[config.mk]
export PLATFORM = sky130hd
export DESIGN_NAME = pcc_dp
export DESIGN_NICKNAME = d
export VERILOG_FILES = /design/src/design/pcc_pkg.sv /design/src/design/pcc_div.sv /design/src/design/pcc_dp.sv
export SDC_FILE = /design/constraint.sdc
export NUM_CORES = 2
export LEC_CHECK = 0
export BUFFER_PORTS_ARGS = -buffer_cell sky130_fd_sc_hd__clkbuf_2
export CAP_MARGIN = 20
export CORE_MARGIN = 2
export CORE_UTILIZATION = 40
export CTS_CLUSTER_SIZE = 24
export DETAILED_ROUTE_END_ITERATION = 6
export PLACE_DENSITY = 0.68
export SLEW_MARGIN = 5
export SYNTH_ARGS = -nofsm -noshare
export SYNTH_HDL_FRONTEND = slang
export SYNTH_SLANG_ARGS = --single-unit
[constraint.sdc]
create_clock -name i_clk -period 24 [get_ports i_clk]
set_input_delay 2.4 -clock i_clk [delete_from_list [all_inputs] [get_ports i_clk]]
set_output_delay 2.4 -clock i_clk [all_outputs]
set_load 0.01 [all_outputs]
[src/design/pcc_pkg.sv]
// Shared types and constants of the clamped PID controller.
// Used by the interfaces, the controller, the datapath and the top level.
package pcc_pkg;

    localparam int unsigned DATA_W = 32;
    localparam int unsigned ADDR_W = 5;
    localparam int unsigned PROD_W = 64;
    localparam int unsigned ACC_W  = 34;
    localparam int unsigned MAG_W  = 49;

    localparam logic signed [DATA_W-1:0] S32_MAX = 32'sh7FFF_FFFF;
    localparam logic signed [DATA_W-1:0] S32_MIN = 32'sh8000_0000;

    typedef enum logic [2:0] {
        REG_GAIN_P     = 3'd0,
        REG_GAIN_I     = 3'd1,
        REG_GAIN_D     = 3'd2,
        REG_OUT_LOW    = 3'd3,
        REG_OUT_HIGH   = 3'd4,
        REG_INTEG_LOW  = 3'd5,
        REG_INTEG_HIGH = 3'd6
    } t_reg_idx;

    typedef enum logic [1:0] {
        MUL_ERR_DT,
        MUL_P,
        MUL_I,
        MUL_D
    } t_mul_sel;

    typedef enum logic [1:0] {
        ACC_NONE,
        ACC_LOAD,
        ACC_ADD
    } t_acc_op;

    typedef enum logic [3:0] {
        ST_IDLE,
        ST_DECODE,
        ST_ERR,
        ST_MUL_EDT,
        ST_INTEG,
        ST_ACC_P,
        ST_ACC_I,
        ST_DWAIT,
        ST_MUL_D,
        ST_ACC_D,
        ST_FINISH,
        ST_PUSH
    } t_state;

    typedef struct packed {
        logic signed [DATA_W-1:0] gain_p;
        logic signed [DATA_W-1:0] gain_i;
        logic signed [DATA_W-1:0] gain_d;
        logic signed [DATA_W-1:0] out_low;
        logic signed [DATA_W-1:0] out_high;
        logic signed [DATA_W-1:0] integ_low;
        logic signed [DATA_W-1:0] integ_high;
    } t_cfg;

    typedef struct packed {
        logic     load;
        logic     clear;
        logic     hold;
        logic     err_en;
        logic     mul_en;
        t_mul_sel mul_sel;
        logic     div_start;
        logic     integ_en;
        t_acc_op  acc_op;
        logic     deriv_en;
        logic     finish;
        logic     push;
    } t_dp_cmd;

    typedef struct packed {
        logic restart;
        logic dt_nonpos;
        logic div_busy;
    } t_dp_stat;

endpackage

[src/design/pcc_div.sv]
// Restoring divider, one quotient bit per cycle, for the derivative term.
// Produces the saturated signed 32-bit quotient. Depends on pcc_pkg.
module pcc_div (
    input  logic                               i_clk,
    input  logic                               i_rst_n,
    input  logic                               i_start,
    input  logic                               i_neg,
    input  logic [pcc_pkg::MAG_W-1:0]          i_mag,
    input  logic [pcc_pkg::DATA_W-2:0]         i_dvsr,
    output logic                               o_busy,
    output logic signed [pcc_pkg::DATA_W-1:0]  o_quot
);

    logic                           r_busy;
    logic [4:0]                     r_cnt;
    logic [pcc_pkg::DATA_W-2:0]     r_rem;
    logic [pcc_pkg::DATA_W-1:0]     r_q;
    logic                           r_ovf;
    logic                           r_neg;

    logic [pcc_pkg::DATA_W-1:0]     trial;
    logic [pcc_pkg::DATA_W-1:0]     diff;
    logic                           fits;
    logic                           start_ovf;

    assign start_ovf = {14'b0, i_mag[pcc_pkg::MAG_W-1:pcc_pkg::DATA_W]} >= i_dvsr;
    assign trial     = {r_rem, r_q[pcc_pkg::DATA_W-1]};
    assign fits      = trial >= {1'b0, i_dvsr};
    assign diff      = trial - {1'b0, i_dvsr};

    always_ff @(posedge i_clk) begin
        if (!i_rst_n) begin
            r_busy <= 1'b0;
            r_cnt  <= '0;
        end else if (i_start) begin
            r_busy <= !start_ovf;
            r_cnt  <= 5'd31;
        end else if (r_busy) begin
            r_cnt <= r_cnt - 5'd1;
            if (r_cnt == 5'd0) begin
                r_busy <= 1'b0;
            end
        end
    end

    always_ff @(posedge i_clk) begin
        if (i_start) begin
            r_ovf <= start_ovf;
            r_neg <= i_neg;
            r_rem <= {14'b0, i_mag[pcc_pkg::MAG_W-1:pcc_pkg::DATA_W]};
            r_q   <= i_mag[pcc_pkg::DATA_W-1:0];
        end else if (r_busy) begin
            r_rem <= fits ? diff[pcc_pkg::DATA_W-2:0] : trial[pcc_pkg::DATA_W-2:0];
            r_q   <= {r_q[pcc_pkg::DATA_W-2:0], fits};
        end
    end

    always_comb begin
        if (r_neg) begin
            if (r_ovf || r_q > 32'h8000_0000) begin
                o_quot = pcc_pkg::S32_MIN;
            end else begin
                o_quot = -$signed(r_q);
            end
        end else begin
            if (r_ovf || r_q[pcc_pkg::DATA_W-1]) begin
                o_quot = pcc_pkg::S32_MAX;
            end else begin
                o_quot = $signed(r_q);
            end
        end
    end

    assign o_busy = r_busy;

endmodule

[src/design/pcc_dp.sv]
// Datapath of the clamped PID controller: shared multiplier, clamps, state.
// Depends on pcc_pkg and instantiates pcc_div.
module pcc_dp (
    input  logic                               i_clk,
    input  logic                               i_rst_n,
    input  pcc_pkg::t_dp_cmd                   i_cmd,
    output pcc_pkg::t_dp_stat                  o_stat,
    input  pcc_pkg::t_cfg                      i_cfg,
    input  logic                               i_restart,
    input  logic signed [pcc_pkg::DATA_W-1:0]  i_target,
    input  logic signed [pcc_pkg::DATA_W-1:0]  i_measured,
    input  logic signed [pcc_pkg::DATA_W-1:0]  i_step_time,
    output logic signed [pcc_pkg::DATA_W-1:0]  o_drive
);

    function automatic logic signed [31:0] clamp33(
        input logic signed [32:0] v,
        input logic signed [31:0] lo,
        input logic signed [31:0] hi
    );
        logic signed [31:0] r;
        if (v > 33'(hi)) begin
            r = hi;
        end else if (v < 33'(lo)) begin
            r = lo;
        end else begin
            r = v[31:0];
        end
        return r;
    endfunction

    function automatic logic signed [31:0] clamp34(
        input logic signed [33:0] v,
        input logic signed [31:0] lo,
        input logic signed [31:0] hi
    );
        logic signed [31:0] r;
        if (v > 34'(hi)) begin
            r = hi;
        end else if (v < 34'(lo)) begin
            r = lo;
        end else begin
            r = v[31:0];
        end
        return r;
    endfunction

    logic                                r_restart;
    logic signed [pcc_pkg::DATA_W-1:0]   r_target;
    logic signed [pcc_pkg::DATA_W-1:0]   r_measured;
    logic signed [pcc_pkg::DATA_W-1:0]   r_dt;
    logic signed [pcc_pkg::DATA_W-1:0]   r_err;
    logic signed [pcc_pkg::PROD_W-1:0]   r_prod;
    logic signed [pcc_pkg::DATA_W-1:0]   r_integ;
    logic signed [pcc_pkg::ACC_W-1:0]    r_acc;
    logic signed [pcc_pkg::DATA_W-1:0]   r_deriv;
    logic signed [pcc_pkg::DATA_W-1:0]   r_res;
    logic signed [pcc_pkg::DATA_W-1:0]   r_out_drive;
    logic signed [pcc_pkg::DATA_W-1:0]   r_integ_acc;
    logic signed [pcc_pkg::DATA_W-1:0]   r_prev_err;
    logic signed [pcc_pkg::DATA_W-1:0]   r_last_drive;
    logic                                r_has_hist;

    logic signed [32:0]                  err_wide;
    logic signed [pcc_pkg::DATA_W-1:0]   err_sat;
    logic signed [32:0]                  dnum;
    logic [32:0]                         dmag;
    logic signed [pcc_pkg::DATA_W-1:0]   mul_a;
    logic signed [pcc_pkg::DATA_W-1:0]   mul_b;
    logic signed [47:0]                  prod_sh;
    logic signed [pcc_pkg::DATA_W-1:0]   prod_q;
    logic signed [pcc_pkg::DATA_W-1:0]   integ_pre;
    logic signed [32:0]                  integ_sum;
    logic signed [pcc_pkg::DATA_W-1:0]   quot;
    logic                                div_busy;

    assign err_wide = 33'(r_target) - 33'(r_measured);
    always_comb begin
        if (err_wide > 33'(pcc_pkg::S32_MAX)) begin
            err_sat = pcc_pkg::S32_MAX;
        end else if (err_wide < 33'(pcc_pkg::S32_MIN)) begin
            err_sat = pcc_pkg::S32_MIN;
        end else begin
            err_sat = err_wide[31:0];
        end
    end

    assign dnum = 33'(r_err) - 33'(r_prev_err);
    assign dmag = dnum[32] ? 33'(-dnum) : 33'(dnum);

    pcc_div u_div (
        .i_clk   (i_clk),
        .i_rst_n (i_rst_n),
        .i_start (i_cmd.div_start),
        .i_neg   (dnum[32]),
        .i_mag   ({dmag, 16'b0}),
        .i_dvsr  (r_dt[pcc_pkg::DATA_W-2:0]),
        .o_busy  (div_busy),
        .o_quot  (quot)
    );

    always_comb begin
        case (i_cmd.mul_sel)
            pcc_pkg::MUL_ERR_DT: begin
                mul_a = r_err;
                mul_b = r_dt;
            end
            pcc_pkg::MUL_P: begin
                mul_a = i_cfg.gain_p;
                mul_b = r_err;
            end
            pcc_pkg::MUL_I: begin
                mul_a = i_cfg.gain_i;
                mul_b = r_integ;
            end
            default: begin
                mul_a = i_cfg.gain_d;
                mul_b = r_deriv;
            end
        endcase
    end

    assign prod_sh = r_prod[pcc_pkg::PROD_W-1:16];
    always_comb begin
        if (!prod_sh[47] && (|prod_sh[46:31])) begin
            prod_q = pcc_pkg::S32_MAX;
        end else if (prod_sh[47] && !(&prod_sh[46:31])) begin
            prod_q = pcc_pkg::S32_MIN;
        end else begin
            prod_q = prod_sh[31:0];
        end
    end

    assign integ_pre = clamp33(33'(r_integ_acc), i_cfg.integ_low, i_cfg.integ_high);
    assign integ_sum = 33'(integ_pre) + 33'(prod_q);

    always_ff @(posedge i_clk) begin
        if (i_cmd.load) begin
            r_restart  <= i_restart;
            r_target   <= i_target;
            r_measured <= i_measured;
            r_dt       <= i_step_time;
        end
        if (i_cmd.err_en) begin
            r_err <= err_sat;
        end
        if (i_cmd.mul_en) begin
            r_prod <= mul_a * mul_b;
        end
        if (i_cmd.integ_en) begin
            r_integ <= clamp33(integ_sum, i_cfg.integ_low, i_cfg.integ_high);
        end
        case (i_cmd.acc_op)
            pcc_pkg::ACC_LOAD: r_acc <= 34'(prod_q);
            pcc_pkg::ACC_ADD:  r_acc <= r_acc + 34'(prod_q);
            default:           r_acc <= r_acc;
        endcase
        if (i_cmd.deriv_en) begin
            r_deriv <= r_has_hist ? quot : '0;
        end
        if (i_cmd.clear) begin
            r_res <= '0;
        end else if (i_cmd.hold) begin
            r_res <= r_last_drive;
        end else if (i_cmd.finish) begin
            r_res <= clamp34(r_acc, i_cfg.out_low, i_cfg.out_high);
        end
        if (i_cmd.push) begin
            r_out_drive <= r_res;
        end
    end

    always_ff @(posedge i_clk) begin
        if (!i_rst_n || i_cmd.clear) begin
            r_integ_acc  <= '0;
            r_prev_err   <= '0;
            r_last_drive <= '0;
            r_has_hist   <= 1'b0;
        end else if (i_cmd.finish) begin
            r_integ_acc  <= r_integ;
            r_prev_err   <= r_err;
            r_last_drive <= clamp34(r_acc, i_cfg.out_low, i_cfg.out_high);
            r_has_hist   <= 1'b1;
        end
    end

    assign o_stat.restart   = r_restart;
    assign o_stat.dt_nonpos = r_dt[pcc_pkg::DATA_W-1] || (r_dt == '0);
    assign o_stat.div_busy  = div_busy;
    assign o_drive          = r_out_drive;

endmodule

; ---- After elaboration in Yosys (flattened, before gate mapping)
; Index checks and enable logic that the tools add are counted.
[op_classes]
mux = 28
addsub = 8
multipliers = 1
reduce_logical = 18
n_lt_le_gt_ge = 11
n_eq_ne = 4
[ops]
columns = operator, count
row1 = 32-bit 2-to-1 mux, 16
row2 = 32-bit case mux with 3 select lines, 2
row3 = 34-bit case mux with 2 select lines, 1
row4 = 32-bit by 32-bit subtractor with 33-bit output, 2
row5 = 32-bit by 32-bit multiplier with 64-bit output, 1
row6 = 34-bit by 32-bit adder with 34-bit output, 1
row7 = 34-bit by 32-bit greater-than comparator with 1-bit output, 1
row8 = 34-bit by 32-bit less-than comparator with 1-bit output, 1
row9 = 17-bit 2-to-1 mux, 2
row10 = 32-bit by 32-bit adder with 33-bit output, 1
row11 = 33-bit by 32-bit greater-than comparator with 1-bit output, 1
row12 = "33-bit by 32-bit greater-than comparator with 1-bit output, second input constant", 1
row13 = 33-bit by 32-bit less-than comparator with 1-bit output, 1
row14 = "33-bit by 32-bit less-than comparator with 1-bit output, second input constant", 1
row15 = 33-bit 2-to-1 mux, 1
row16 = 33-bit negation, 1
row17 = 32-bit by 31-bit greater-or-equal comparator with 1-bit output, 1
row18 = 32-bit greater-than comparator, 1
row19 = "32-bit greater-than comparator, second input constant", 1
row20 = 32-bit logical NOT, 1
row21 = 32-bit less-than comparator, 1
row22 = 32-bit negation, 1
row23 = 17-bit by 31-bit greater-or-equal comparator with 1-bit output, 1
row24 = 31-bit 2-to-1 mux, 1
row25 = other kinds (14), 28
[word_totals]
in_bits = 337
out_inout_bits = 35
regBits = 523
word_cells = 93

; ---- Depth between registers and ports, before layout
[depth]
depth_word = 9
mapped_depth = 39
ltp_nobuf = 37

; ---- Cells and area by module
; Synthesis repeated with hierarchy kept, for this count alone.
[unflattened]
hier_cells = 7826
hier_area_um2 = 72778.6
[modules_own_cells]
columns = module, instances, cells_each, area_per_inst_um2
row1 = pcc_dp, 1, 7074, 66343.6
row2 = pcc_div, 1, 752, 6434.9

; ---- Worst setup path before layout
; Ideal clock, no wire load.
[synth_path]
kind = input-to-reg
start = in i_cmd[7] (netlist name)
end = reg r_prod[58] (netlist name) (data pin)
n_path_buf = 5
path_slack_ps = 12564
arrival_time_ps = 11177
path_stages = 33
setup_ps = 259
required_ps = 23741
cell_sequence = clkbuf_1 clkbuf_1 buf_1 buf_1 mux2i_1 nand2_1 o21ai_1 clkbuf_1 nor2_1 fa_1 fa_1 fa_1 inv_1 fa_1 inv_1 fa_1 inv_1 fa_1 inv_1 fa_1 fa_1 ha_1 a211oi_1 nand2_1 or3_1 o31ai_2 o21ai_1 a21o_1 a221o_1 a31oi_1 o211ai_1 a21oi_1 xnor2_1
[synth_between]
elab_chain_len = 3
elab_cells_between_ends = 6
cone_classes = 1 x mul / 2 x eq/ne / 2 x mux / 1 x reduce/logical
[synth_lines]
columns = item, line_no
row1 = "start, declared", pcc_dp.sv:6  ; input pcc_pkg::t_dp_cmd i_cmd,
row2 = "2-bit equality test, or another cell as far along", pcc_dp.sv:103  ; case (i_cmd.mul_sel)
row3 = 32-bit case mux with 3 select lines, pcc_dp.sv:103
row4 = 32-bit by 32-bit multiplier with 64-bit output (*), pcc_dp.sv:148  ; r_prod <= mul_a * mul_b;
row5 = "end signal, assigned", pcc_dp.sv:148
row6 = "end, declared", pcc_dp.sv:53  ; logic signed [pcc_pkg::PROD_W-1:0] r_prod;
; Mark *: on every way between the ends. The rest lies on a longest branch, timed or not.
; A chain may end at the register's enable or synchronous reset.

; ---- Worst setup path in the final report
[layout_path]
start = in i_cmd[7] (netlist name)
end = reg r_prod[61] (netlist name) (data pin)
; The elaborated chain is that of the path after synthesis.

==> flow_summary.toml <==
[routing]
vias = 57900
drtPass1Iterations = 7
wl_microns = 242000
drc = 0
drt-vias-per-instance = 5.61
post_drt_wl_per_cell_microns = 23.4
drt_iter0_markers = 5363
ant_nets = 0

[clocking]
cts_hold_buf = 0
cts_buffers = 54
cts-root-buf = "clkbuf_16"
htree_levels = 2
post_cts_buffers = 0
clk_pin_slew_worst_paths_ps = 70
cts_buffer_depth = 3
cts_tree = "yes"
post_cts_resized = 0
insertion_delay_ps = 650
cts_num_sinks = 507

[logic_synthesis]
synth-warning-count = 0
synth_nets = 9727
synth_fa_ha_area_share_pct = 39.9
synth_mux_area_share_pct = 5.41
postSynth.asyncResetShare_pct = 0
synthCells = 7747
synth_top_family_by_area = "adder cells"
synth_compound_gate_area_share_pct = 11.8
synth-edff-count = 342
ys.flop_type = "edfxtp_1"
postSynthAreaPerCell_sq_um = 9.29
synth_xor_xnor_area_share_pct = 2.66
seq_area_frac_synth_pct = 18.9
synth_seq_cells = 507
synthSimpleGateAreaFrac_pct = 12.9
syn_area_sq_um = 72000
ys_types = 100

[timing]
min_period_ps = 12620
worst_pin_slew_ps = 1140
finalHoldViolCount = 0
grt_setup_unrepaired = "false"
setup_tns_ps = 0
max_freq_mhz = 79.2
slew_violations = 0
setup_viol = 0
skew_ps = 32.2
final.period_utilization_pct = 52.6
slew_headroom_pct = 23.8

[worst_setup_path]
crit_arrival_ps = 12990
path_max_fanout = 87
crit_type = "in -> reg"
cp.required_ps = 24370
critPathLaunchType = "input port"
end_kind = "flip-flop"

[cells_and_area]
final_area_sq_um = 78300
syn_to_final_growth_pct = 8.75
finalNonFillerCells = 10300
finalNetCount = 9912
drive_gt1_share_pct = 9.52

[global_route]
antenna_found_initial = 20
grt_pass1_wl_microns = 364000
grt_pass1_vias = 60000
grt_max_degree = 90
overflow = 0
gr-usage-all-layers_pct = 26.2

[floorplan]
die_w_microns = 428
die_h_microns = 428
die_area_sq_um = 183000
start_util_pct = 40.3
num_rows = 155
core_sq_um = 179000
io_pins = 372

[min_path]
hp-class = "reg -> reg"

[run_status]
outcome = "finished, final reports clean"

[placed_design]
place.gp.congestion = 0.984
dpl.cell_count = 10200
portBuffers = 371
dp.final_hpwl_microns = 193000
dpl_cell_area_sq_um = 76400

[job]
maxCapViolations = 0
[logic make-up after synthesis]
group / count (synthesis)
mux: 360
compound gates: 1297
flops: 507
xor+xnor: 219
buf+inv: 1599
fa+ha+maj: 1645
simple gates: 2120
[worst paths after layout]
path | startpoint | to | slack, ps | cells past startpoint
setup / recovery | i_cmd[7] | r_prod[61] | 11380 | 27
hold / removal | r_res[1] | o_drive[1] | 430 | 0
setup reg to reg | r_integ_acc[17] | r_integ[18] | 13940 | 34
hold reg to reg | r_res[1] | o_drive[1] | 430 | 0
[stage by stage]
stage | util (%) | setup slack (ps) | hold slack, ps
6_report | 43.8 | 11380 | 427
5_1_grt | 43.8 | 11120 | 440
4_1_cts | 43.8 | 11670 | 432
3_5_place_dp | 42.8 | 10960 | 418
3_3_place_gp | 42.8 | 11140 | 412
2_1_floorplan | - | 12560 | 409
[layer usage]
layer / vias to the layer above / track usage, % / routed length (microns)
met3: 787 / 5.46 / 20700
met1: 28700 / 31.4 / 89900
met5: - / 0 / 107
li1: 25800 / - / -
met2: 2645 / 41.6 / 109000
met4: 18 / 19.7 / 22300
[placed cells by master (no fill, tap or decap), types with 30 or more instances in the layout]
cell type / n
o21ai_1: 41
a41oi_1: 39
inv_1: 1236
a211oi_1: 36
nand4_1: 72
a21o_1: 166
xnor2_1: 152
clkbuf_16: 57
nor2b_1: 62
nor3b_1: 41
nor3_1: 57
nand3_1: 59
nand2b_1: 30
nor2_1: 867
clkbuf_2: 367
dfxtp_1: 164
xor2_1: 67
fa_1: 1086
ha_1: 556
nand2_1: 753
a2111oi_0: 42
and2_1: 34
o21ai_0: 252
edfxtp_1: 342
buf_4: 119
a31oi_1: 32
mux2i_1: 254
o211ai_1: 31
a21oi_1: 310
mux2_2: 92
o21a_1: 160
[cell usage after synthesis, drive strengths merged (14+ instances only)]
| master | n | area share (%) |
|---|---|---|
| nor4 | 26 | 0.25 |
| inv | 1236 | 6.4 |
| nor2 | 868 | 4.5 |
| xnor2 | 152 | 1.8 |
| o21ai | 306 | 2.1 |
| clkbuf | 304 | 1.6 |
| ha | 557 | 9.7 |
| a211oi | 36 | 0.38 |
| nor3b | 42 | 0.44 |
| nor2b | 63 | 0.55 |
| nand2 | 755 | 3.9 |
| mux2i | 254 | 3.5 |
| a41oi | 41 | 0.51 |
| buf | 56 | 0.37 |
| dfxtp | 165 | 4.6 |
| a221oi | 19 | 0.23 |
| xor2 | 67 | 0.82 |
| nand3 | 59 | 0.41 |
| a21o | 166 | 1.7 |
| nand4 | 72 | 0.63 |
| o211ai | 33 | 0.36 |
| and3 | 28 | 0.24 |
| a31oi | 32 | 0.28 |
| a21oi | 311 | 2.2 |
| or3 | 27 | 0.26 |
| mux2 | 92 | 1.4 |
| a21boi | 17 | 0.18 |
| nand2b | 31 | 0.27 |
| and2 | 36 | 0.31 |
| o31ai | 24 | 0.27 |
| mux4 | 14 | 0.44 |
| o21bai | 27 | 0.28 |
| nor3 | 58 | 0.42 |
| o21a | 160 | 1.7 |
| a2111oi | 44 | 0.57 |
| edfxtp | 342 | 14 |
| fa | 1086 | 30 |
[flip-flops by register name, indices dropped and copies added (netlist names)]
register,flops
o_drive,32
r_acc,34
r_deriv,32
r_dt,32
r_err,32
r_has_hist,1
r_integ,32
r_integ_acc,32
r_last_drive,32
r_measured,32
r_prev_err,32
r_prod,48
r_res,32
r_restart,1
r_target,32
u_div.o_busy,1
u_div.r_cnt,5
u_div.r_neg,1
u_div.r_ovf,1
u_div.r_q,32
u_div.r_rem,31
[area by class of cell]
type                       instances  area (sq um)
inverter                        1237          4640
timing repair buffer             491          2810
clock inverter                    33           373
antenna                            4          10.0
tap                             2355          2950
clock buffer                      66          1490
sequential                       507         13600
multi-input combinational       5641         52400
fill                           17200        100000
[worst max-delay path: stages]
cell,delay [ps]
buf_6,490
buf_4,760
mux2i_1,390
nand2_1,210
o21a_1,910
nand2_1,190
fa_1,580
inv_1,50
fa_1,550
inv_1,60
fa_1,500
fa_1,510
inv_1,50
fa_1,610
fa_1,460
fa_1,530
fa_1,440
ha_1,400
nand4_1,150
a311oi_1,360
nor4b_1,510
a21oi_1,240
o21ai_0,560
a41oi_1,290
nor2b_1,220
o21ai_0,200
xor2_1,90
Power is not shown: default switching activity piles up to over one toggle a cycle in this logic, so the estimate is an artifact.
