$ cat config.mk
export PLATFORM = sky130hd
export DESIGN_NAME = pcc_ctrl
export DESIGN_NICKNAME = d
export VERILOG_FILES = /design/src/design/pcc_pkg.sv /design/src/design/pcc_ctrl.sv
export SDC_FILE = /design/constraint.sdc
export NUM_CORES = 1
export LEC_CHECK = 0
export ABC_AREA = 0
export BUFFER_PORTS_ARGS = -buffer_cell sky130_fd_sc_hd__buf_2
export CORE_AREA = 5 5 42 44
export DETAILED_ROUTE_END_ITERATION = 16
export DIE_AREA = 0 0 47 49
export PLACE_DENSITY = 0.66
export REMOVE_ABC_BUFFERS = 1
export SLEW_MARGIN = 10
export SYNTH_ARGS = -nofsm -noshare
export SYNTH_HDL_FRONTEND = slang
export SYNTH_SLANG_ARGS = --single-unit
$ cat constraint.sdc
create_clock -name i_clk -period 1 [get_ports i_clk]
set_input_delay 0.2 -clock i_clk [delete_from_list [all_inputs] [get_ports i_clk]]
set_output_delay 0.2 -clock i_clk [all_outputs]
set_load 0.02 [all_outputs]
$ cat src/design/pcc_pkg.sv
// Shared types and constants of the clamped PID controller.
// Used by the interfaces, the controller, the datapath and the top level.
package pcc_pkg;

    localparam int unsigned DATA_W = 32;
    localparam int unsigned ADDR_W = 5;
    localparam int unsigned PROD_W = 64;
    localparam int unsigned ACC_W  = 34;
    localparam int unsigned MAG_W  = 49;

    localparam logic signed [DATA_W-1:0] S32_MAX = 32'sh7FFF_FFFF;
    localparam logic signed [DATA_W-1:0] S32_MIN = 32'sh8000_0000;

    typedef enum logic [2:0] {
        REG_GAIN_P     = 3'd0,
        REG_GAIN_I     = 3'd1,
        REG_GAIN_D     = 3'd2,
        REG_OUT_LOW    = 3'd3,
        REG_OUT_HIGH   = 3'd4,
        REG_INTEG_LOW  = 3'd5,
        REG_INTEG_HIGH = 3'd6
    } t_reg_idx;

    typedef enum logic [1:0] {
        MUL_ERR_DT,
        MUL_P,
        MUL_I,
        MUL_D
    } t_mul_sel;

    typedef enum logic [1:0] {
        ACC_NONE,
        ACC_LOAD,
        ACC_ADD
    } t_acc_op;

    typedef enum logic [3:0] {
        ST_IDLE,
        ST_DECODE,
        ST_ERR,
        ST_MUL_EDT,
        ST_INTEG,
        ST_ACC_P,
        ST_ACC_I,
        ST_DWAIT,
        ST_MUL_D,
        ST_ACC_D,
        ST_FINISH,
        ST_PUSH
    } t_state;

    typedef struct packed {
        logic signed [DATA_W-1:0] gain_p;
        logic signed [DATA_W-1:0] gain_i;
        logic signed [DATA_W-1:0] gain_d;
        logic signed [DATA_W-1:0] out_low;
        logic signed [DATA_W-1:0] out_high;
        logic signed [DATA_W-1:0] integ_low;
        logic signed [DATA_W-1:0] integ_high;
    } t_cfg;

    typedef struct packed {
        logic     load;
        logic     clear;
        logic     hold;
        logic     err_en;
        logic     mul_en;
        t_mul_sel mul_sel;
        logic     div_start;
        logic     integ_en;
        t_acc_op  acc_op;
        logic     deriv_en;
        logic     finish;
        logic     push;
    } t_dp_cmd;

    typedef struct packed {
        logic restart;
        logic dt_nonpos;
        logic div_busy;
    } t_dp_stat;

endpackage

$ cat src/design/pcc_ctrl.sv
// Sequencer of the clamped PID controller: steps the datapath through one item.
// Also owns the valid flag of the result register. Depends on pcc_pkg.
module pcc_ctrl (
    input  logic               i_clk,
    input  logic               i_rst_n,
    input  logic               i_in_valid,
    output logic               o_in_ready,
    output logic               o_out_valid,
    input  logic               i_out_ready,
    output pcc_pkg::t_dp_cmd   o_cmd,
    input  pcc_pkg::t_dp_stat  i_stat
);

    pcc_pkg::t_state r_state;
    pcc_pkg::t_state n_state;
    logic            r_out_valid;
    logic            n_out_valid;
    logic            out_free;

    assign out_free = !r_out_valid || i_out_ready;

    always_ff @(posedge i_clk) begin
        if (!i_rst_n) begin
            r_state     <= pcc_pkg::ST_IDLE;
            r_out_valid <= 1'b0;
        end else begin
            r_state     <= n_state;
            r_out_valid <= n_out_valid;
        end
    end

    always_comb begin
        n_state = r_state;
        unique case (r_state)
            pcc_pkg::ST_IDLE: begin
                if (i_in_valid) begin
                    n_state = pcc_pkg::ST_DECODE;
                end
            end
            pcc_pkg::ST_DECODE: begin
                if (i_stat.restart || i_stat.dt_nonpos) begin
                    n_state = pcc_pkg::ST_PUSH;
                end else begin
                    n_state = pcc_pkg::ST_ERR;
                end
            end
            pcc_pkg::ST_ERR:     n_state = pcc_pkg::ST_MUL_EDT;
            pcc_pkg::ST_MUL_EDT: n_state = pcc_pkg::ST_INTEG;
            pcc_pkg::ST_INTEG:   n_state = pcc_pkg::ST_ACC_P;
            pcc_pkg::ST_ACC_P:   n_state = pcc_pkg::ST_ACC_I;
            pcc_pkg::ST_ACC_I:   n_state = pcc_pkg::ST_DWAIT;
            pcc_pkg::ST_DWAIT: begin
                if (!i_stat.div_busy) begin
                    n_state = pcc_pkg::ST_MUL_D;
                end
            end
            pcc_pkg::ST_MUL_D:   n_state = pcc_pkg::ST_ACC_D;
            pcc_pkg::ST_ACC_D:   n_state = pcc_pkg::ST_FINISH;
            pcc_pkg::ST_FINISH:  n_state = pcc_pkg::ST_PUSH;
            pcc_pkg::ST_PUSH: begin
                if (out_free) begin
                    n_state = pcc_pkg::ST_IDLE;
                end
            end
            default:             n_state = pcc_pkg::ST_IDLE;
        endcase
    end

    always_comb begin
        o_cmd         = '0;
        o_cmd.mul_sel = pcc_pkg::MUL_ERR_DT;
        o_cmd.acc_op  = pcc_pkg::ACC_NONE;
        o_in_ready    = 1'b0;
        unique case (r_state)
            pcc_pkg::ST_IDLE: begin
                o_in_ready = 1'b1;
                o_cmd.load = i_in_valid;
            end
            pcc_pkg::ST_DECODE: begin
                o_cmd.clear = i_stat.restart;
                o_cmd.hold  = !i_stat.restart && i_stat.dt_nonpos;
            end
            pcc_pkg::ST_ERR: begin
                o_cmd.err_en = 1'b1;
            end
            pcc_pkg::ST_MUL_EDT: begin
                o_cmd.mul_en    = 1'b1;
                o_cmd.mul_sel   = pcc_pkg::MUL_ERR_DT;
                o_cmd.div_start = 1'b1;
            end
            pcc_pkg::ST_INTEG: begin
                o_cmd.integ_en = 1'b1;
                o_cmd.mul_en   = 1'b1;
                o_cmd.mul_sel  = pcc_pkg::MUL_P;
            end
            pcc_pkg::ST_ACC_P: begin
                o_cmd.acc_op  = pcc_pkg::ACC_LOAD;
                o_cmd.mul_en  = 1'b1;
                o_cmd.mul_sel = pcc_pkg::MUL_I;
            end
            pcc_pkg::ST_ACC_I: begin
                o_cmd.acc_op = pcc_pkg::ACC_ADD;
            end
            pcc_pkg::ST_DWAIT: begin
                o_cmd.deriv_en = !i_stat.div_busy;
            end
            pcc_pkg::ST_MUL_D: begin
                o_cmd.mul_en  = 1'b1;
                o_cmd.mul_sel = pcc_pkg::MUL_D;
            end
            pcc_pkg::ST_ACC_D: begin
                o_cmd.acc_op = pcc_pkg::ACC_ADD;
            end
            pcc_pkg::ST_FINISH: begin
                o_cmd.finish = 1'b1;
            end
            pcc_pkg::ST_PUSH: begin
                o_cmd.push = out_free;
            end
            default: begin
                o_in_ready = 1'b0;
            end
        endcase
    end

    always_comb begin
        if (o_cmd.push) begin
            n_out_valid = 1'b1;
        end else if (i_out_ready) begin
            n_out_valid = 1'b0;
        end else begin
            n_out_valid = r_out_valid;
        end
    end

    assign o_out_valid = r_out_valid;

    a_push_free: assert property (@(posedge i_clk) disable iff (!i_rst_n)
        o_cmd.push |-> (!r_out_valid || i_out_ready))
        else $error("result register overwritten while still holding a beat");

    a_div_idle_at_start: assert property (@(posedge i_clk) disable iff (!i_rst_n)
        o_cmd.div_start |-> !i_stat.div_busy)
        else $error("divider started while busy");

    a_accept_decode: assert property (@(posedge i_clk) disable iff (!i_rst_n)
        (i_in_valid && o_in_ready) |=> (r_state == pcc_pkg::ST_DECODE))
        else $error("accepted beat not decoded next cycle");

    a_deriv_done: assert property (@(posedge i_clk) disable iff (!i_rst_n)
        (r_state == pcc_pkg::ST_MUL_D) |-> !i_stat.div_busy)
        else $error("derivative used before the divider finished");

endmodule

* Word level (Yosys, flattened, before mapping)
Cells that the tools add are included.
Word-level totals: register bits 5, bits of input ports 7, output and inout bits 16, word-level logic and storage cells 44
Cells by class: equal/unequal tests 14, mux-type cells 18, reductions and logical operators 10
Operators with widths (count):
- case mux 4 bit (12 select lines) | 1
- == test 4 x 3 -> 1 bit, second input constant | 4
- == test 4 bit, second input constant | 4
- two-way mux 4 bit | 4
- case mux 3 bit (4 select lines) | 1
- two-way mux 1 bit | 10
- == test 4 x 2 -> 1 bit, second input constant | 2
- != test 2 bit, second input constant | 3
- == test 4 x 1 -> 1 bit, second input constant | 1
- logical NOT 4 bit | 1
- case mux 2 bit (2 select lines) | 1
- logical NOT 1 bit | 3
- AND reduction 3 bit | 1
- logical OR 1 bit | 2
- two-way mux 2 bit | 1
- nonzero test 2 bit | 1
- OR reduction 2 bit | 1
- logical AND 1 bit | 1

* Logic depth before layout (Yosys ltp)
Gate-level depths: netlist of the first run.
depth after elaboration 4, gate-level depth with buffers 6, mapped depth without buffers 4

* Worst setup path after synthesis of the first run
Ideal clock, no wire load.
path type flip-flop to output port, from reg r_state[2], to out o_cmd[5] (netlist bit), arrival 1.130 ns, required time 0.800 ns, setup slack -0.330 ns, cell stages (with the launch flop) 4, path buffers 1, cells stage by stage dfxtp_1 buf_2 nand2b_1 nor3_1
RTL lines:
- from (decl) | RTL line pcc_ctrl.sv:14 | pcc_pkg::t_state r_state;
- from (signal assigned) | RTL line pcc_ctrl.sv:24 | r_state <= pcc_pkg::ST_IDLE;
- from (signal assigned) | RTL line pcc_ctrl.sv:27 | r_state <= n_state;
- to (decl) | RTL line pcc_ctrl.sv:10 | output pcc_pkg::t_dp_cmd o_cmd,

* Final worst setup path of the first run
from reg r_state[0], to out o_in_ready
Between the ends: word-level cells in the longest chain between the ends 2
Ends and longest elaborated chain:
- logical NOT 4 bit | RTL line pcc_ctrl.sv:74 | unique case (r_state)
- two-way mux 1 bit | RTL line pcc_ctrl.sv:74
- to (decl) | RTL line pcc_ctrl.sv:7 | output logic o_in_ready,
No other way between the ends.

==> flow_summary_export.csv, run 1 <==
group,metric,value,unit
clock_tree,clock_insertion_delay_worst_skew,240,ps
sta,hold_violations,0,
layout,flow.area_growth_from_synthesis,118,%
grt,grt_start_max_net_pins,11,
grt,initial_antenna_violation_count,0,
sta,timing.max_slew.rel_slack,80.6,%
route,detailroute.via_count,690,
sta,clock_tree_skew_after_final_layout,2.12,ps
critical_path,worst_setup_path_start_kind,"flip-flop",
critical_path,timing.setup.critical_path_class,"reg2out",
logic_synthesis,syn_area,478,um2
power,internal_power,1.19,mW
flow_run,max_cap_viols,0,
route,dr.first_iter.drc_count,17,
logic_synthesis,compound_gate_portion_of_the_synthesized_area,24.1,%
floorplanning,die_h,49,um
placement,detailedPlacementHpwl,1.02,mm
floorplanning,placeableCoreArea,0.00140,mm2
logic_synthesis,number_of_distinct_library_cell_variants_in_the_gate_level_netlist_after_synthesis,31,
critical_path,worst-endpoint-arrival,1240,ps
sta,fin_ws,-439,ps
layout,drive_gt1_share,69.4,%
logic_synthesis,synthMuxAreaShare,2.09,%
sta,layout_min_cycle_time,1440,ps
sta,rsz0062_at_grt,"yes",
power,clkPwrFrac,11.1,%
logic_synthesis,synth_seq_area_share,20.9,%
critical_path,endpoint,"o_in_ready",
logic_synthesis,yosys.area.top_type_share,20.9,%
clock_tree,clkSlewWorstSetupHoldPaths,40,ps
route,final_antenna_net_count,0,
clock_tree,clock_tree_from_tritoncts,"yes",
grt,grt-ovfl-total,0,
route,route.final.wire_length,1.93,mm
logic_synthesis,most_common_cell_in_the_synthesized_netlist,"nor2_1",
critical_path,reg_to_reg_startpoint,"r_state[2]$_SDFFE_PN0P_",
clock_tree,cts_made_buffers,3,
floorplanning,num_rows,14,
sta,max_clock_freq,695,MHz
critical_path,worstSetupEndpointType,"output port",
clock_tree,clk_root_buffer_cell,"clkbuf_4",
logic_synthesis,synth.avg_cell_area,7.13,um2
clock_tree,cts_htree_levels,1,
critical_path,timing.reg2reg.worst_path_depth,7,
critical_path,launching_element_of_the_worst_setup_path,"r_state[0]$_SDFFE_PN0P_",
critical_path,worst-r2r-setup-slack,-390,ps
route,drt-pass1-iter-count,4,
logic_synthesis,synth_enable_flop_cells,0,
clock_tree,cts_sinks,5,
logic_synthesis,post_synth_most_frequent_cells,"nor2_1, dfxtp_1, nand2b_1, nor3_1",
logic_synthesis,largest_family_of_logic_cells_by_synthesized_area,"simple AND/OR/NAND/NOR gates",
placement,port_buffers,22,
route,drc,0,
power,p_sw,0.855,mW
logic_synthesis,post-synth-top-area-cell,"dfxtp_1",
power,combPwrFrac,72.3,%
route,drt-vias-per-instance,5.43,
power,sw_frac_of_total,41.9,%
run_status,status,"complete, but fails checks",
logic_synthesis,yosys.area_share.xor_xnor,1.83,%
grt,grt_pass1_vias,674,
clock_tree,cts-root-to-sink-buffers,2,
layout,fin_cells,127,
sta,holdWs,244,ps
logic_synthesis,netlist_top_cells_area,"dfxtp_1, nor2_1, nand2b_1",
critical_path,worstReg2RegEnd,"r_state[0]$_SDFFE_PN0P_",
logic_synthesis,syn-instance-count,67,
sta,setup_viol_count_final,19,
logic_synthesis,synth_top_flop_cell,"dfxtp_1",
logic_synthesis,synthAdderAreaFrac,0,%
layout,layout.nets,119,
logic_synthesis,synth_simple_gate_area_share,42.4,%
layout,antenna_cells_inserted,0,
sta,final.period_utilization,144,%
placement,placed_cells,109,
sta,report.final.slew_viol_count,0,
grt,grt_usage,17.7,%
route,avgRoutedWirePerCell,15.2,um
sta,timing_worst_slew_pin_value,289,ps
logic_synthesis,ys.warnings.count,0,
placement,worst_slack_placed,-258,ps
logic_synthesis,ys_async_sr_fraction,0,%
power,power.density,1960,mW/mm2
sta,setup-tns-final,-6920,ps
run_status,violations_in_the_final_reports,"negative setup slack",
floorplanning,pin_count,23,
grt,first_pass_grt_wire_length,2.99,mm
floorplanning,initial_utilization,34.1,%
power,leakagePower,0.455,nW
power,seq_power_share,16.5,%
hold_path,timing.hold.worst.class,"in2reg",
layout,post-route-util,74.5,%
critical_path,required,800,ps
floorplanning,die_w,47,um
placement,globalplace.congestion,0.792,
logic_synthesis,synth-seq-cells,5,
power,vdd_ir_drop_max,0.00113,V
critical_path,crit_fanout,6,
floorplanning,die_ar,0.00230,mm2
==> flip-flops by register name (all words and copies together) (netlist names) <==
signal / count
o_out_valid: 1
r_state: 4
==> cells by family after synthesis <==
logic type,Yosys count
buf+inv,7
flops,5
simple gates,37
xor+xnor,1
compound gates,16
mux,1
==> placed cells by master (no fill, tap or decap), drive strengths merged <==
cell and count:
a21oi 4, nor2 10, o22ai 2, clkbuf 4, mux2i 1, or2 1
o2bb2ai 1, o21ai 2, buf 46, and3 3, and4b 1, inv 1
nor2b 2, nand3b 2, nor3 5, dfxtp 5, o32ai 1, xnor2 1
nand2b 5, o31ai 2, nand4 2, a21boi 1, nand2 4, and2 1
o2111a 1, nand3 1, a211oi 1, a2bb2oi 1
==> repair_timing <==
| action | in CTS | in global routing |
|---|---|---|
| setup endpoints to repair | 20 | 20 |
| pin swaps | 7 | 8 |
| buffers inserted | 11 | 2 |
| gates cloned | 1 | 0 |
| resized for setup | 44 | 21 |
| hold buffers | 0 | 0 |
==> worst min-delay path by stage <==
stage                       start                       to  cells after the start
after floorplan           i_rst_n  r_state[1]$_SDFFE_PN0P_                      2
after global placement    i_rst_n  r_state[3]$_SDFFE_PN0P_                      2
after detailed placement  i_rst_n  r_state[0]$_SDFFE_PN0P_                      3
after CTS                 i_rst_n  r_state[0]$_SDFFE_PN0P_                      3
after global routing      i_rst_n  r_state[1]$_SDFFE_PN0P_                      3
final                     i_rst_n  r_state[0]$_SDFFE_PN0P_                      3
==> area by class of cell <==
cell class | count | area [um2]
Multi-Input combinational cell | 55 | 478
Timing Repair Buffer | 46 | 403
Fill cell | 101 | 358
Sequential cell | 5 | 113
Clock buffer | 4 | 26.3
Tap cell | 16 | 20.0
Inverter | 1 | 3.75
==> per-layer routing <==
| layer | GRT usage (%) | vias to the layer above | part of all wire (%) |
|---|---|---|---|
| met3 | 2.95 | 0 | 4.5 |
| met4 | 9.22 | 0 | 0 |
| met1 | 20.7 | 341 | 42 |
| met2 | 29.4 | 19 | 54 |
| li1 | - | 330 | - |
| met5 | 0 | - | 0 |
==> power by group through the flow <==
stage	combinational (mW)	clock [mW]	sequential [mW]
2_1_floorplan	0.448	0	0.342
5_1_grt	1.56	0.252	0.343
3_5_place_dp	0.836	0	0.291
6_report	1.48	0.227	0.338
4_1_cts	1.27	0.241	0.331
3_3_place_gp	0.834	0	0.291
==> critical path, cell delays in order (launching register included) <==
cell	delay, ps
dfxtp_2	330
buf_6	130
or2_4	280
nor3_2	110
buf_4	160
==> per-stage QoR <==
| stage | instance area [um2] | total power [mW] |
|---|---|---|
| detailed placement | 658 | 1.13 |
| finish | 1040 | 2.04 |
| floorplan | 440 | 0.790 |
| CTS | 946 | 1.84 |
| global placement | 658 | 1.13 |
| global route | 1040 | 2.16 |
Note: power is estimated with default switching activity, not from simulation.
==> run 2, diff against run 1 <==
PLACE_DENSITY = 0.67   (was 0.66)
==> run 2 against run 1 <==
  * Largest cell class unchanged
  * Final cell count down 3.1%
  * Critical endpoint is now o_cmd[9]
  * Hold slack improved by 17 ps
  * Non-clock buffer count decreased by 4
  * Critical path type unchanged
  * The run still ends with negative setup slack left
  * Fmax fell by 1.2%
  * Core utilization shrank 1.3 points
  * Highest routed layer is now met4
  * Die area unchanged
==> flow_summary_export.csv, run 2 (synthesis results as in run 1) <==
group,metric,value,unit
floorplanning,die_ar,0.00230,mm2
route,drt-vias-per-instance,5.38,
critical_path,critical_path_max_stage_delay,360,ps
critical_path,critical_path.cell_chain,"buf_6 -> or2_4 -> o22ai_2 -> buf_6",
floorplanning,placeableCoreArea,0.00140,mm2
layout,mostFrequentLayoutCells,"buf_4, buf_6, buf_2",
sta,final.period_utilization,146,%
clock_tree,clock_insertion_delay_worst_skew,240,ps
sta,layout_min_cycle_time,1460,ps
placement,worst_slack_placed,-277,ps
run_status,violations_in_the_final_reports,"negative setup slack",
critical_path,worst_setup_path_start_kind,"flip-flop",
power,power.density,1940,mW/mm2
route,drt-pass1-iter-count,4,
clock_tree,cts-root-to-sink-buffers,2,
flow_run,max_cap_viols,0,
sta,fin_ws,-457,ps
floorplanning,initial_utilization,34.1,%
layout,drive_gt1_share,72.0,%
floorplanning,die_w,47,um
sta,rsz0062_at_grt,"yes",
critical_path,required,800,ps
route,detailroute.via_count,662,
critical_path,timing.setup.critical_path_class,"reg2out",
layout,layout.nets,115,
layout,largest_register,"r_state",
sta,timing.max_slew.rel_slack,79.3,%
placement,placed_cells,110,
critical_path,timing.critical_path.slowest_stage_cell,"dfxtp_4",
critical_path,worst_path_dominant_cell_family,"flip-flops",
layout,total_of_fill_cells_in_the_finished_design,97,
grt,first_pass_grt_wire_length,2.58,mm
clock_tree,clock_tree_from_tritoncts,"yes",
critical_path,crit_fanout,5,
grt,initial_antenna_violation_count,0,
hold_path,timing.hold.worst.class,"in2reg",
placement,globalplace.congestion,0.791,
clock_tree,postCtsHoldBufs,0,
route,dr.first_iter.drc_count,12,
floorplanning,pin_count,23,
grt,grt-ovfl-total,0,
sta,setup-tns-final,-6670,ps
sta,report.final.slew_viol_count,0,
route,route.final.wire_length,1.87,mm
route,final_antenna_net_count,0,
grt,grt_pass1_vias,594,
sta,max_clock_freq,686,MHz
clock_tree,clk_root_buffer_cell,"clkbuf_4",
placement,detailedPlacementHpwl,1.09,mm
critical_path,cpMostUsedCell,"buf_6",
critical_path,worst-endpoint-arrival,1260,ps
floorplanning,die_h,49,um
layout,flow.area_growth_from_synthesis,115,%
clock_tree,cts_sinks,5,
grt,grt_start_max_net_pins,9,
floorplanning,num_rows,14,
sta,setup_viol_count_final,19,
power,vdd_ir_drop_max,0.00107,V
sta,hold_violations,0,
layout,most_frequent_standard_cell_in_the_layout_excluding_fill_and_tap_cells,"buf_4",
layout,antenna_cells_inserted,0,
sta,timing_worst_slew_pin_value,309,ps
route,avgRoutedWirePerCell,15.2,um
grt,grt_usage,15.0,%
route,drc,0,
clock_tree,cts_made_buffers,3,
sta,clock_tree_skew_after_final_layout,1.52,ps
clock_tree,cts_htree_levels,1,
critical_path,worstSetupEndpointType,"output port",
power,leakagePower,0.447,nW
critical_path,cp_num_buf_inv,2,
layout,fin_cells,123,
clock_tree,clkSlewWorstSetupHoldPaths,40,ps
layout,largest_reg_flops,4,
run_status,status,"complete, but fails checks",
placement,port_buffers,22,
-- run 2: cell types whose count changed in the layout (fill, tap and decap cells not counted), moves of 2 or more --
cell,before,now
buf_4,25,18
buf_6,10,15
nor2_1,7,5
nor2_2,0,2
-- run 2: cell type report --
| type | instances | area (um2) | share of cell area, % |
|---|---|---|---|
| repair buffers | 42 | 359 | 35.0 |
| multi-input cells | 55 | 502 | 48.9 |
| inverters | 1 | 3.75 | 0.366 |
| flip-flops and latches | 5 | 115 | 11.2 |
| well taps | 16 | 20.0 | 1.95 |
| clock buffers | 4 | 26.3 | 2.56 |
-- run 2: worst reg2reg max path: stages, from the launching register on --
cell and delay, ps:
dfxtp_4 360, buf_6 130, buf_4 130, and2_4 160
o32ai_1 290, a21oi_1 90, o2bb2ai_1 170
-- run 2: metal layers --
layer / routed length, um / global-route usage, % / part of all wire [%] / up-vias
li1: - / - / - / 321
met1: 813 / 19.0 / 44 / 320
met2: 961 / 23.5 / 52 / 19
met3: 73 / 2.58 / 3.9 / 2
met4: 17 / 6.91 / 0.91 / 0
met5: 0 / 0 / 0 / -
-- run 2: path summary, 6_finish.rpt --
check                          start                      end  slack, ps  cells after the start
min reg2reg  r_state[0]$_SDFFE_PN0P_  r_state[1]$_SDFFE_PN0P_        520                      2
min                          i_rst_n  r_state[0]$_SDFFE_PN0P_        260                      3
max          r_state[0]$_SDFFE_PN0P_                 o_cmd[9]       -460                      4
max reg2reg  r_state[0]$_SDFFE_PN0P_  r_state[3]$_SDFFE_PN0P_       -410                      6
-- run 2: power by group --
group          switching (mW)  total (mW)  internal [mW]  leakage [nW]
registers               0.111       0.366          0.255        0.0436
clock network          0.0781       0.229          0.151        0.0150
logic                   0.663        1.40          0.736         0.388
-- run 2: through the flow --
step           utilization [%]  power, mW  hold WS [ps]  area (um2)
2_1_floorplan                -      0.790           315         440
3_3_place_gp              46.6       1.12           485         653
3_5_place_dp              46.6       1.13           493         653
4_1_cts                   60.5       1.65           229         848
5_1_grt                   73.2       2.10           275        1030
6_report                  73.2       1.99           261        1030
-- run 2: timing repair --
| item | 4_1_cts | 5_1_grt |
|---|---|---|
| gates resized for setup | 40 | 32 |
| pin swaps | 5 | 9 |
| setup endpoints to repair | 20 | 20 |
| buffers inserted | 5 | 5 |
